**config.mk**
```make
export PLATFORM = sky130hd
export DESIGN_NAME = learnable_edge_transition_table
export DESIGN_NICKNAME = d
export VERILOG_FILES = /design/src/hw/rtl/letr_pkg.sv /design/src/hw/rtl/letr_store.sv /design/src/hw/rtl/letr_seq.sv /design/src/hw/rtl/learnable_edge_transition_table.sv
export SDC_FILE = /design/constraint.sdc
export NUM_CORES = 1
export LEC_CHECK = 0
export BUFFER_PORTS_ARGS = -buffer_cell sky130_fd_sc_hd__buf_2
export CORE_UTILIZATION = 40
export DETAILED_ROUTE_END_ITERATION = 10
export MAX_ROUTING_LAYER = met4
export PLACE_DENSITY = 0.53
export SLEW_MARGIN = 40
export SYNTH_ARGS = -nofsm -noshare
export SYNTH_HDL_FRONTEND = slang
export SYNTH_HIERARCHICAL = 1
export SYNTH_SLANG_ARGS = --single-unit
```
**constraint.sdc**
```tcl
create_clock -name i_clk -period 6.7 [get_ports i_clk]
set_input_delay 0.335 -clock i_clk [delete_from_list [all_inputs] [get_ports i_clk]]
set_output_delay 0.335 -clock i_clk [all_outputs]
set_load 0.01 [all_outputs]
```
**src/hw/rtl/letr_pkg.sv**
```systemverilog
`timescale 1ns / 1ps

package letr_pkg;

    // Default sizes of the transition table
    localparam int ENTRIES_DEF    = 16;
    localparam int DATA_WIDTH_DEF = 8;

    // Fixed field widths of the request and result ports
    localparam int OPCODE_W = 3;
    localparam int FIELD_W  = 8;
    localparam int PAGE_W   = 8;
    localparam int STATUS_W = 3;
    localparam int COUNT_W  = 5;

    // Reset values
    localparam logic [PAGE_W-1:0]  PAGE_RESET   = 8'd1;
    localparam logic [FIELD_W-1:0] SAMPLE_RESET = 8'hFF;

    // Request opcodes
    localparam logic [OPCODE_W-1:0] OP_STEP      = 3'd0;
    localparam logic [OPCODE_W-1:0] OP_LEARN     = 3'd1;
    localparam logic [OPCODE_W-1:0] OP_REMOVE    = 3'd2;
    localparam logic [OPCODE_W-1:0] OP_CLEAR_ALL = 3'd3;
    localparam logic [OPCODE_W-1:0] OP_SET_STATE = 3'd4;

    // Result status codes
    localparam logic [STATUS_W-1:0] ST_DONE      = 3'd0;
    localparam logic [STATUS_W-1:0] ST_CREATED   = 3'd1;
    localparam logic [STATUS_W-1:0] ST_EXISTS    = 3'd2;
    localparam logic [STATUS_W-1:0] ST_FULL      = 3'd3;
    localparam logic [STATUS_W-1:0] ST_REMOVED   = 3'd4;
    localparam logic [STATUS_W-1:0] ST_NOT_FOUND = 3'd5;
    localparam logic [STATUS_W-1:0] ST_CLEARED   = 3'd6;
    localparam logic [STATUS_W-1:0] ST_WAS_EMPTY = 3'd7;

    // Commands from the sequencer to the table store
    typedef struct packed {
        logic rd;     // read one entry, data registered
        logic wr;     // write one entry and mark it occupied
        logic inval;  // free one entry
        logic clr;    // free every entry
    } t_store_ctl;

endpackage

```
**src/hw/rtl/letr_store.sv**
```systemverilog
`timescale 1ns / 1ps

module letr_store #(
    parameter int ENTRIES    = letr_pkg::ENTRIES_DEF,
    parameter int DATA_WIDTH = letr_pkg::DATA_WIDTH_DEF,
    localparam int AW = (ENTRIES > 1) ? $clog2(ENTRIES) : 1,
    localparam int CW = $clog2(ENTRIES + 1)
) (
    input  logic                        i_clk,
    input  logic                        i_rst_n,
    input  letr_pkg::t_store_ctl        i_ctl,
    input  logic [AW-1:0]               i_rd_addr,
    input  logic [AW-1:0]               i_wr_addr,
    input  logic [letr_pkg::PAGE_W-1:0] i_wr_page,
    input  logic [DATA_WIDTH-1:0]       i_wr_key,
    input  logic [DATA_WIDTH-1:0]       i_wr_from,
    input  logic [DATA_WIDTH-1:0]       i_wr_next,
    output logic                        o_rd_valid,
    output logic [letr_pkg::PAGE_W-1:0] o_rd_page,
    output logic [DATA_WIDTH-1:0]       o_rd_key,
    output logic [DATA_WIDTH-1:0]       o_rd_from,
    output logic [DATA_WIDTH-1:0]       o_rd_next,
    output logic [CW-1:0]               o_count
);
    import letr_pkg::*;

    logic [PAGE_W-1:0]     r_page_mem [ENTRIES];
    logic [DATA_WIDTH-1:0] r_key_mem  [ENTRIES];
    logic [DATA_WIDTH-1:0] r_from_mem [ENTRIES];
    logic [DATA_WIDTH-1:0] r_next_mem [ENTRIES];

    logic [ENTRIES-1:0] r_valid;
    logic [ENTRIES-1:0] n_valid;
    logic [CW-1:0]      r_count;
    logic [CW-1:0]      n_count;

    // Write one entry of the table memory
    always_ff @(posedge i_clk) begin
        if (i_ctl.wr) begin
            r_page_mem[i_wr_addr] <= i_wr_page;
            r_key_mem[i_wr_addr]  <= i_wr_key;
            r_from_mem[i_wr_addr] <= i_wr_from;
            r_next_mem[i_wr_addr] <= i_wr_next;
        end
    end

    // Read one entry, register the data and its occupied bit
    always_ff @(posedge i_clk) begin
        if (i_ctl.rd) begin
            o_rd_page  <= r_page_mem[i_rd_addr];
            o_rd_key   <= r_key_mem[i_rd_addr];
            o_rd_from  <= r_from_mem[i_rd_addr];
            o_rd_next  <= r_next_mem[i_rd_addr];
            o_rd_valid <= r_valid[i_rd_addr];
        end
    end

    // Track occupied entries and their number
    always_comb begin
        n_valid = r_valid;
        n_count = r_count;
        if (i_ctl.clr) begin
            n_valid = '0;
            n_count = '0;
        end else if (i_ctl.wr) begin
            n_valid[i_wr_addr] = 1'b1;
            n_count            = r_count + CW'(1);
        end else if (i_ctl.inval) begin
            n_valid[i_wr_addr] = 1'b0;
            n_count            = r_count - CW'(1);
        end
    end

    always_ff @(posedge i_clk) begin
        if (!i_rst_n) begin
            r_valid <= '0;
            r_count <= '0;
        end else begin
            r_valid <= n_valid;
            r_count <= n_count;
        end
    end

    assign o_count = r_count;

endmodule

```
**src/hw/rtl/letr_seq.sv**
```systemverilog
`timescale 1ns / 1ps

module letr_seq #(
    parameter int ENTRIES    = letr_pkg::ENTRIES_DEF,
    parameter int DATA_WIDTH = letr_pkg::DATA_WIDTH_DEF,
    localparam int AW = (ENTRIES > 1) ? $clog2(ENTRIES) : 1,
    localparam int CW = $clog2(ENTRIES + 1)
) (
    input  logic                          i_clk,
    input  logic                          i_rst_n,
    input  logic                          i_start,
    input  logic [letr_pkg::OPCODE_W-1:0] i_opcode,
    input  logic [letr_pkg::FIELD_W-1:0]  i_pattern,
    input  logic [letr_pkg::FIELD_W-1:0]  i_value,
    input  logic [letr_pkg::PAGE_W-1:0]   i_active_page,
    input  logic [CW-1:0]                 i_count,
    input  logic                          i_rd_valid,
    input  logic [letr_pkg::PAGE_W-1:0]   i_rd_page,
    input  logic [DATA_WIDTH-1:0]         i_rd_key,
    input  logic [DATA_WIDTH-1:0]         i_rd_from,
    input  logic [DATA_WIDTH-1:0]         i_rd_next,
    output letr_pkg::t_store_ctl          o_ctl,
    output logic [AW-1:0]                 o_rd_addr,
    output logic [AW-1:0]                 o_wr_addr,
    output logic [letr_pkg::PAGE_W-1:0]   o_wr_page,
    output logic [DATA_WIDTH-1:0]         o_wr_key,
    output logic [DATA_WIDTH-1:0]         o_wr_from,
    output logic [DATA_WIDTH-1:0]         o_wr_next,
    output logic                          o_busy,
    output logic                          o_done,
    output logic [DATA_WIDTH-1:0]         o_state,
    output logic [letr_pkg::STATUS_W-1:0] o_status
);
    import letr_pkg::*;

    localparam logic [1:0] S_IDLE   = 2'd0;
    localparam logic [1:0] S_DECODE = 2'd1;
    localparam logic [1:0] S_SCAN   = 2'd2;
    localparam logic [1:0] S_RESP   = 2'd3;

    logic [1:0]            r_fsm,       n_fsm;
    logic [OPCODE_W-1:0]   r_op,        n_op;
    logic [DATA_WIDTH-1:0] r_pat,       n_pat;
    logic [DATA_WIDTH-1:0] r_val,       n_val;
    logic [DATA_WIDTH-1:0] r_key,       n_key;
    logic [DATA_WIDTH-1:0] r_state,     n_state;
    logic [DATA_WIDTH-1:0] r_prev,      n_prev;
    logic [STATUS_W-1:0]   r_status,    n_status;
    logic [CW-1:0]         r_idx,       n_idx;
    logic                  r_pend,      n_pend;
    logic [AW-1:0]         r_pidx,      n_pidx;
    logic                  r_empty_ok,  n_empty_ok;
    logic [AW-1:0]         r_empty_idx, n_empty_idx;

    logic w_issue;
    logic w_hit;

    // Shared compare unit: entry read last cycle against page, key and state
    assign w_hit = i_rd_valid && (i_rd_page == i_active_page) &&
                   (i_rd_key == r_key) && (i_rd_from == r_state);

    // Sequence one request: decode, scan the table where the opcode needs it, then report
    always_comb begin
        n_fsm       = r_fsm;
        n_op        = r_op;
        n_pat       = r_pat;
        n_val       = r_val;
        n_key       = r_key;
        n_state     = r_state;
        n_prev      = r_prev;
        n_status    = r_status;
        n_idx       = r_idx;
        n_pend      = r_pend;
        n_pidx      = r_pidx;
        n_empty_ok  = r_empty_ok;
        n_empty_idx = r_empty_idx;
        o_ctl       = '0;
        o_wr_addr   = r_empty_idx;
        w_issue     = 1'b0;

        unique case (r_fsm)
            S_IDLE: begin
                if (i_start) begin
                    n_op  = i_opcode;
                    n_pat = DATA_WIDTH'(i_pattern);
                    n_val = DATA_WIDTH'(i_value);
                    n_fsm = S_DECODE;
                end
            end
            S_DECODE: begin
                n_status    = ST_DONE;
                n_fsm       = S_RESP;
                n_idx       = '0;
                n_pend      = 1'b0;
                n_empty_ok  = 1'b0;
                n_empty_idx = '0;
                unique case (r_op)
                    OP_STEP: begin
                        if (r_prev != r_pat) begin
                            n_key  = (r_prev ^ r_pat) & r_pat;
                            n_prev = r_pat;
                            n_fsm  = S_SCAN;
                        end
                    end
                    OP_LEARN: begin
                        if (i_active_page == '0) begin
                            n_status = ST_FULL;
                        end else begin
                            n_key = r_pat;
                            n_fsm = S_SCAN;
                        end
                    end
                    OP_REMOVE: begin
                        n_key = r_pat;
                        n_fsm = S_SCAN;
                    end
                    OP_CLEAR_ALL: begin
                        o_ctl.clr = 1'b1;
                        n_status  = (i_count != '0) ? ST_CLEARED : ST_WAS_EMPTY;
                    end
                    OP_SET_STATE: begin
                        n_state = r_val;
                    end
                    default: begin
                    end
                endcase
            end
            S_SCAN: begin
                // Issue the next read while comparing the previous one
                w_issue   = (r_idx < CW'(ENTRIES));
                o_ctl.rd  = w_issue;
                n_pend    = w_issue;
                n_pidx    = r_idx[AW-1:0];
                if (w_issue) begin
                    n_idx = r_idx + CW'(1);
                end
                if (r_pend && w_hit) begin
                    n_fsm = S_RESP;
                    unique case (r_op)
                        OP_STEP: begin
                            n_state  = i_rd_next;
                            n_status = ST_DONE;
                        end
                        OP_LEARN: begin
                            n_status = ST_EXISTS;
                        end
                        OP_REMOVE: begin
                            o_ctl.inval = 1'b1;
                            o_wr_addr   = r_pidx;
                            n_status    = ST_REMOVED;
                        end
                        default: begin
                        end
                    endcase
                end else begin
                    // Remember the lowest free entry for a learn
                    if (r_pend && !i_rd_valid && !r_empty_ok) begin
                        n_empty_ok  = 1'b1;
                        n_empty_idx = r_pidx;
                    end
                    // Finish a scan that found no match
                    if (!w_issue && !r_pend) begin
                        n_fsm = S_RESP;
                        unique case (r_op)
                            OP_STEP: begin
                                n_status = ST_DONE;
                            end
                            OP_LEARN: begin
                                if (r_empty_ok) begin
                                    o_ctl.wr  = 1'b1;
                                    o_wr_addr = r_empty_idx;
                                    n_status  = ST_CREATED;
                                end else begin
                                    n_status = ST_FULL;
                                end
                            end
                            OP_REMOVE: begin
                                n_status = ST_NOT_FOUND;
                            end
                            default: begin
                                n_status = ST_DONE;
                            end
                        endcase
                    end
                end
            end
            S_RESP: begin
                n_fsm = S_IDLE;
            end
            default: begin
                n_fsm = S_IDLE;
            end
        endcase
    end

    // Hold control state and machine state under reset
    always_ff @(posedge i_clk) begin
        if (!i_rst_n) begin
            r_fsm   <= S_IDLE;
            r_state <= '0;
            r_prev  <= DATA_WIDTH'(SAMPLE_RESET);
            r_pend  <= 1'b0;
        end else begin
            r_fsm   <= n_fsm;
            r_state <= n_state;
            r_prev  <= n_prev;
            r_pend  <= n_pend;
        end
    end

    // Advance the request payload and scan bookkeeping
    always_ff @(posedge i_clk) begin
        r_op        <= n_op;
        r_pat       <= n_pat;
        r_val       <= n_val;
        r_key       <= n_key;
        r_status    <= n_status;
        r_idx       <= n_idx;
        r_pidx      <= n_pidx;
        r_empty_ok  <= n_empty_ok;
        r_empty_idx <= n_empty_idx;
    end

    assign o_rd_addr = r_idx[AW-1:0];
    assign o_wr_page = i_active_page;
    assign o_wr_key  = r_key;
    assign o_wr_from = r_state;
    assign o_wr_next = r_val;
    assign o_busy    = (r_fsm != S_IDLE);
    assign o_done    = (r_fsm == S_RESP);
    assign o_state   = r_state;
    assign o_status  = r_status;

endmodule

```
**src/hw/rtl/learnable_edge_transition_table.sv**
```systemverilog
`timescale 1ns / 1ps

// Programmable edge-driven state machine with a learnable transition table.
// A request is taken when start is high and busy is low; busy then stays high
// until its single result has been shown. The result sits on o_current_state,
// o_status and o_entry_count for exactly one cycle with o_done high and must be
// captured then, as the block cannot be held off. set_state, clear_all, an
// unchanged step sample, a learn with page zero and an unknown opcode go from
// decode straight to the result; step, learn and remove scan the table one
// entry per cycle through a single read port and one shared comparator, a
// match ending the scan early. A new request is accepted in the cycle after
// o_done. The table's occupied bits are cleared by reset at once, so no
// clearing pass is needed. active_page must be written through i_cfg_we /
// i_cfg_data only while no request is in flight; the block does not enforce it.

module learnable_edge_transition_table #(
    parameter int ENTRIES    = letr_pkg::ENTRIES_DEF,
    parameter int DATA_WIDTH = letr_pkg::DATA_WIDTH_DEF
) (
    input  logic                          i_clk,
    input  logic                          i_rst_n,
    input  logic                          i_cfg_we,
    input  logic [letr_pkg::PAGE_W-1:0]   i_cfg_data,
    input  logic                          start,
    output logic                          busy,
    input  logic [letr_pkg::OPCODE_W-1:0] i_opcode,
    input  logic [letr_pkg::FIELD_W-1:0]  i_pattern,
    input  logic [letr_pkg::FIELD_W-1:0]  i_value,
    output logic                          o_done,
    output logic [letr_pkg::FIELD_W-1:0]  o_current_state,
    output logic [letr_pkg::STATUS_W-1:0] o_status,
    output logic [letr_pkg::COUNT_W-1:0]  o_entry_count
);
    import letr_pkg::*;

    localparam int AW = (ENTRIES > 1) ? $clog2(ENTRIES) : 1;
    localparam int CW = $clog2(ENTRIES + 1);

    logic [PAGE_W-1:0]     r_active_page;
    t_store_ctl            w_ctl;
    logic [AW-1:0]         w_rd_addr;
    logic [AW-1:0]         w_wr_addr;
    logic [PAGE_W-1:0]     w_wr_page;
    logic [DATA_WIDTH-1:0] w_wr_key;
    logic [DATA_WIDTH-1:0] w_wr_from;
    logic [DATA_WIDTH-1:0] w_wr_next;
    logic                  w_rd_valid;
    logic [PAGE_W-1:0]     w_rd_page;
    logic [DATA_WIDTH-1:0] w_rd_key;
    logic [DATA_WIDTH-1:0] w_rd_from;
    logic [DATA_WIDTH-1:0] w_rd_next;
    logic [CW-1:0]         w_count;
    logic [DATA_WIDTH-1:0] w_state;

    // Hold the active page register
    always_ff @(posedge i_clk) begin
        if (!i_rst_n) begin
            r_active_page <= PAGE_RESET;
        end else if (i_cfg_we) begin
            r_active_page <= i_cfg_data;
        end
    end

    letr_seq #(
        .ENTRIES    (ENTRIES),
        .DATA_WIDTH (DATA_WIDTH)
    ) u_seq (
        .i_clk         (i_clk),
        .i_rst_n       (i_rst_n),
        .i_start       (start),
        .i_opcode      (i_opcode),
        .i_pattern     (i_pattern),
        .i_value       (i_value),
        .i_active_page (r_active_page),
        .i_count       (w_count),
        .i_rd_valid    (w_rd_valid),
        .i_rd_page     (w_rd_page),
        .i_rd_key      (w_rd_key),
        .i_rd_from     (w_rd_from),
        .i_rd_next     (w_rd_next),
        .o_ctl         (w_ctl),
        .o_rd_addr     (w_rd_addr),
        .o_wr_addr     (w_wr_addr),
        .o_wr_page     (w_wr_page),
        .o_wr_key      (w_wr_key),
        .o_wr_from     (w_wr_from),
        .o_wr_next     (w_wr_next),
        .o_busy        (busy),
        .o_done        (o_done),
        .o_state       (w_state),
        .o_status      (o_status)
    );

    letr_store #(
        .ENTRIES    (ENTRIES),
        .DATA_WIDTH (DATA_WIDTH)
    ) u_store (
        .i_clk      (i_clk),
        .i_rst_n    (i_rst_n),
        .i_ctl      (w_ctl),
        .i_rd_addr  (w_rd_addr),
        .i_wr_addr  (w_wr_addr),
        .i_wr_page  (w_wr_page),
        .i_wr_key   (w_wr_key),
        .i_wr_from  (w_wr_from),
        .i_wr_next  (w_wr_next),
        .o_rd_valid (w_rd_valid),
        .o_rd_page  (w_rd_page),
        .o_rd_key   (w_rd_key),
        .o_rd_from  (w_rd_from),
        .o_rd_next  (w_rd_next),
        .o_count    (w_count)
    );

    // Fit state and count to the result fields
    assign o_current_state = FIELD_W'(w_state);
    assign o_entry_count   = COUNT_W'(w_count);

    // A taken request keeps the block busy
    assert property (@(posedge i_clk) disable iff (!i_rst_n)
        (start && !busy) |=> busy)
        else $error("request taken but block not busy");

    // The result strobe lasts one cycle and frees the block
    assert property (@(posedge i_clk) disable iff (!i_rst_n)
        o_done |=> (!o_done && !busy))
        else $error("result strobe not followed by idle");

    // The result is only shown while a request is in flight
    assert property (@(posedge i_clk) disable iff (!i_rst_n)
        o_done |-> busy)
        else $error("result strobe while idle");

    // The occupied count never exceeds the table size
    assert property (@(posedge i_clk) disable iff (!i_rst_n)
        w_count <= CW'(ENTRIES))
        else $error("entry count above table size");

endmodule

```
==> results.py <==
metrics = {
    "run_status": {
        "status": "finished clean",
    },
    "floorplan": {
        "rows": 91,
        "die_area_um2": 63300,
        "chipWidth_um": 252,
        "die_height_um": 252,
        "initial_core_util": 0.404,
        "placeableCoreArea_um2": 61600,
        "ioPinCount": 49,
    },
    "critical_path": {
        "worst_path_max_delay_cell": "dfxtp_1",
        "timing.critical_path.required_ns": 6.92,
        "setup.worst_path.class": "reg2reg",
        "reg2reg_setup_slack_ns": 1.95,
        "cpLargestDelayFamily": "simple AND/OR/NAND/NOR gates",
        "critical_path.max_stage_delay_ns": 0.72,
        "worst-endpoint-arrival_ns": 4.97,
        "critical_path.startpoint_type": "register",
        "kind_of_end_point_of_the_critical_path": "register",
        "reg2reg_from": "u_seq/o_state[0]",
        "critical_path.max_fanout": 32,
        "path_cells": "xnor2_1, nand4_1, or4_4, nor4_4, nand4b_1, mux2_2, nor3b_1, nand3_1, inv_4",
        "worst_r2r_path_depth": 9,
        "cp.buffers_inverters": 1,
        "r2r-end": "u_store/r_from_mem[11][6]",
    },
    "placed_design": {
        "gpl.final_weighted_congestion": 0.802,
        "dpl.cell_count": 2103,
        "hpwl_after_detailed_placement_um": 28600,
        "pre_cts_slack_ns": 1.95,
        "io_buffer_count": 48,
    },
    "clock_tree": {
        "clk_pin_slew_ns": 0.06,
        "total_setup_buffers_inserted_after_cts": 0,
        "ctsResizeCount": 0,
        "cts.htree.levels": 3,
        "cts_root_buf": "clkbuf_16",
        "cts_num_sinks": 637,
        "clk-insertion-delay-late_ns": 0.61,
        "ctsHoldBuffers": 23,
        "bufs_on_longest_clock_path": 3,
        "tritoncts": "done",
        "cts-buffers-inserted": 69,
    },
    "timing": {
        "hold_ws_ns": 0.0405,
        "grt_setup_unrepaired": "false",
        "setup-tns-final_ns": 0,
        "timing.max_slew.rel_slack": 0.463,
        "timing.final.ws_setup_ns": 1.95,
        "tightest_slew_ns": 0.804,
        "worst_clock_skew_ns": 0.0233,
        "tcrit_tclk_final": 0.708,
        "maxClockFrequency_mhz": 211,
        "setup_viol": 0,
        "hold_violations": 0,
        "period_minus_slack_ns": 4.75,
        "finalMaxSlewViolations": 0,
    },
    "logic_synthesis": {
        "synth-seq-cells": 637,
        "synth_flop_cell": "edfxtp_1",
        "yosysTopAreaCell": "edfxtp_1",
        "yosys.cell_types.count": 49,
        "synthesis.nets": 1324,
        "yosys.area.top_type_share": 0.710,
        "yosysSeqAreaShare": 0.749,
        "area_contributors_post_synth": "edfxtp_1 71%, mux4_2 12%, dfxtp_1 3.9%",
        "yosysWarnings": 6,
        "synth.most_common_cell": "edfxtp_1",
        "synth_common_cells": "589 x edfxtp_1, 132 x mux4_2, 81 x nand2_1",
        "synth_cells": 1275,
        "post_synth_instance_area_um2": 24900,
        "ys_async_sr_fraction": 0,
        "synth.avg_cell_area_um2": 19.5,
        "synth_edf_count": 589,
    },
    "run": {
        "maxCapViolCount": 0,
    },
    "global_route": {
        "first_global_vias": 12300,
        "grtUsageTotal": 0.181,
        "grt_first_pass_wirelength_um": 80800,
        "antenna_violations_before_repair": 0,
        "grt_start_max_net_pins": 47,
        "gr-total-overflow": 0,
    },
    "power": {
        "p_leak_nw": 9.59,
        "max_rail_drop_vdd_mv": 0.254,
        "power_mw": 10.6,
        "power.density_nw_per_um2": 374,
    },
    "cells_and_area": {
        "n_fill_cell": 5159,
        "synthToLayoutAreaGrowth_pct": 13.8,
        "layout.nets": 1409,
        "post_route_cells_drive_above_1_share": 0.243,
        "antennaDiodeCount": 0,
        "final_cells": 2251,
    },
    "hold_path": {
        "worst_hold_end": "r_active_page[2]",
        "hold_path_startpoint": "i_cfg_data[2]",
        "min-delay-path-class": "in2reg",
        "min_delay_path_depth": 3,
    },
    "drt": {
        "drt_first_iter_violations": 1044,
        "detail_route.first_pass.iterations": 5,
        "ant_nets": 0,
        "drt-total-wl_um": 53900,
        "drt-vias-per-instance": 5.25,
        "routed-via-count": 11800,
        "drcViolationCount": 0,
        "routed_wl_per_cell_um": 23.9,
    },
}
[report_power, final]
group | switching (mW) | leakage [nW] | internal (mW) | total, mW
clock | 1.48 | 1.02 | 2.05 | 3.53
combinational | 1.25 | 2.58 | 0.967 | 2.21
sequential | 0.190 | 5.99 | 4.66 | 4.85
[through the flow]
step           area (µm²)  utilization
2_1_floorplan       24900            -
3_3_place_gp        25900        0.421
3_5_place_dp        26000        0.423
4_1_cts             28300        0.460
5_1_grt             28300        0.460
6_report            28300        0.460
[layout make-up]
class	instances	area (µm²)	area share
tap	837	1050	0.0369
multi-input combinational	526	5740	0.203
clock inverter	28	191	0.00675
timing repair buffer	93	659	0.0233
clock buffer	97	1890	0.0668
inverter	33	164	0.00578
sequential	637	18600	0.658
[flip-flops by register name (all words and copies together), names as in the netlist, 128 cells and up, named ones only]
register / count
u_store/r_key_mem: 128
u_store/r_from_mem: 128
u_store/r_next_mem: 128
u_store/r_page_mem: 128
[cell usage in the layout (no fill, tap or decap), types with 3 or more instances in the layout]
cell           count
clkinv_2           7
nor3_1             8
inv_6              5
clkbuf_16         71
mux2i_1           26
mux4_2           132
nand4_1            7
inv_1             17
inv_4             16
a21oi_1           21
nand3_1           14
clkbuf_1          24
clkinv_1          14
dlygate4sd3_1     23
nand3b_1           3
nand2_1           81
buf_6              3
and2_1             8
ha_1              17
buf_4             18
and3_1             3
a22oi_1           66
xnor2_1           29
nor2b_4            3
mux2_2            20
dfxtp_1           48
nor2b_1           15
buf_2             48
edfxtp_1         589
nand2b_1           8
o21ai_0           19
nor2_1            12
[how the worst max path moves through the flow]
stage	slack [ns]	from	cells after the start	end
2_1_floorplan	2.70	u_seq/o_wr_key[3]	10	u_store/r_from_mem[9][0]
3_3_place_gp	1.80	u_seq/o_state[0]	9	u_store/r_next_mem[11][5]
3_5_place_dp	1.95	u_seq/o_state[0]	9	u_store/r_next_mem[11][6]
4_1_cts	1.92	u_seq/o_state[0]	9	u_store/r_from_mem[11][6]
5_1_grt	1.60	u_seq/o_state[0]	9	u_store/r_from_mem[11][6]
6_report	1.95	u_seq/o_state[0]	9	u_store/r_from_mem[11][6]
[logic make-up (layout without fill, tap and decap cells)]
family          Yosys count  count (layout)  share of synthesized area
mux                     178             178                      0.139
simple gates            181             181                     0.0363
compound gates          119             119                     0.0330
buf+inv                 112             251                     0.0234
xor+xnor                 30              30                     0.0105
flops                   637             637                      0.749
fa+ha+maj                18              18                    0.00934
[per-layer routing]
| metal | global-route usage | wire (µm) |
|---|---|---|
| met5 | - | 0 |
| met2 | 0.289 | 26500 |
| met1 | 0.238 | 24000 |
| met3 | 0.0336 | 2430 |
| met4 | 0.0472 | 1030 |
[worst reg2reg max path, delay by kind of cell (launching register included)]
| family | cells | cell delay, ns |
|---|---|---|
| simple gates | 6 | 2.52 |
| flops | 1 | 0.72 |
| buf+inv | 1 | 0.47 |
| mux | 1 | 0.43 |
| xor+xnor | 1 | 0.22 |
Note: power is estimated with default switching activity, not from simulation.
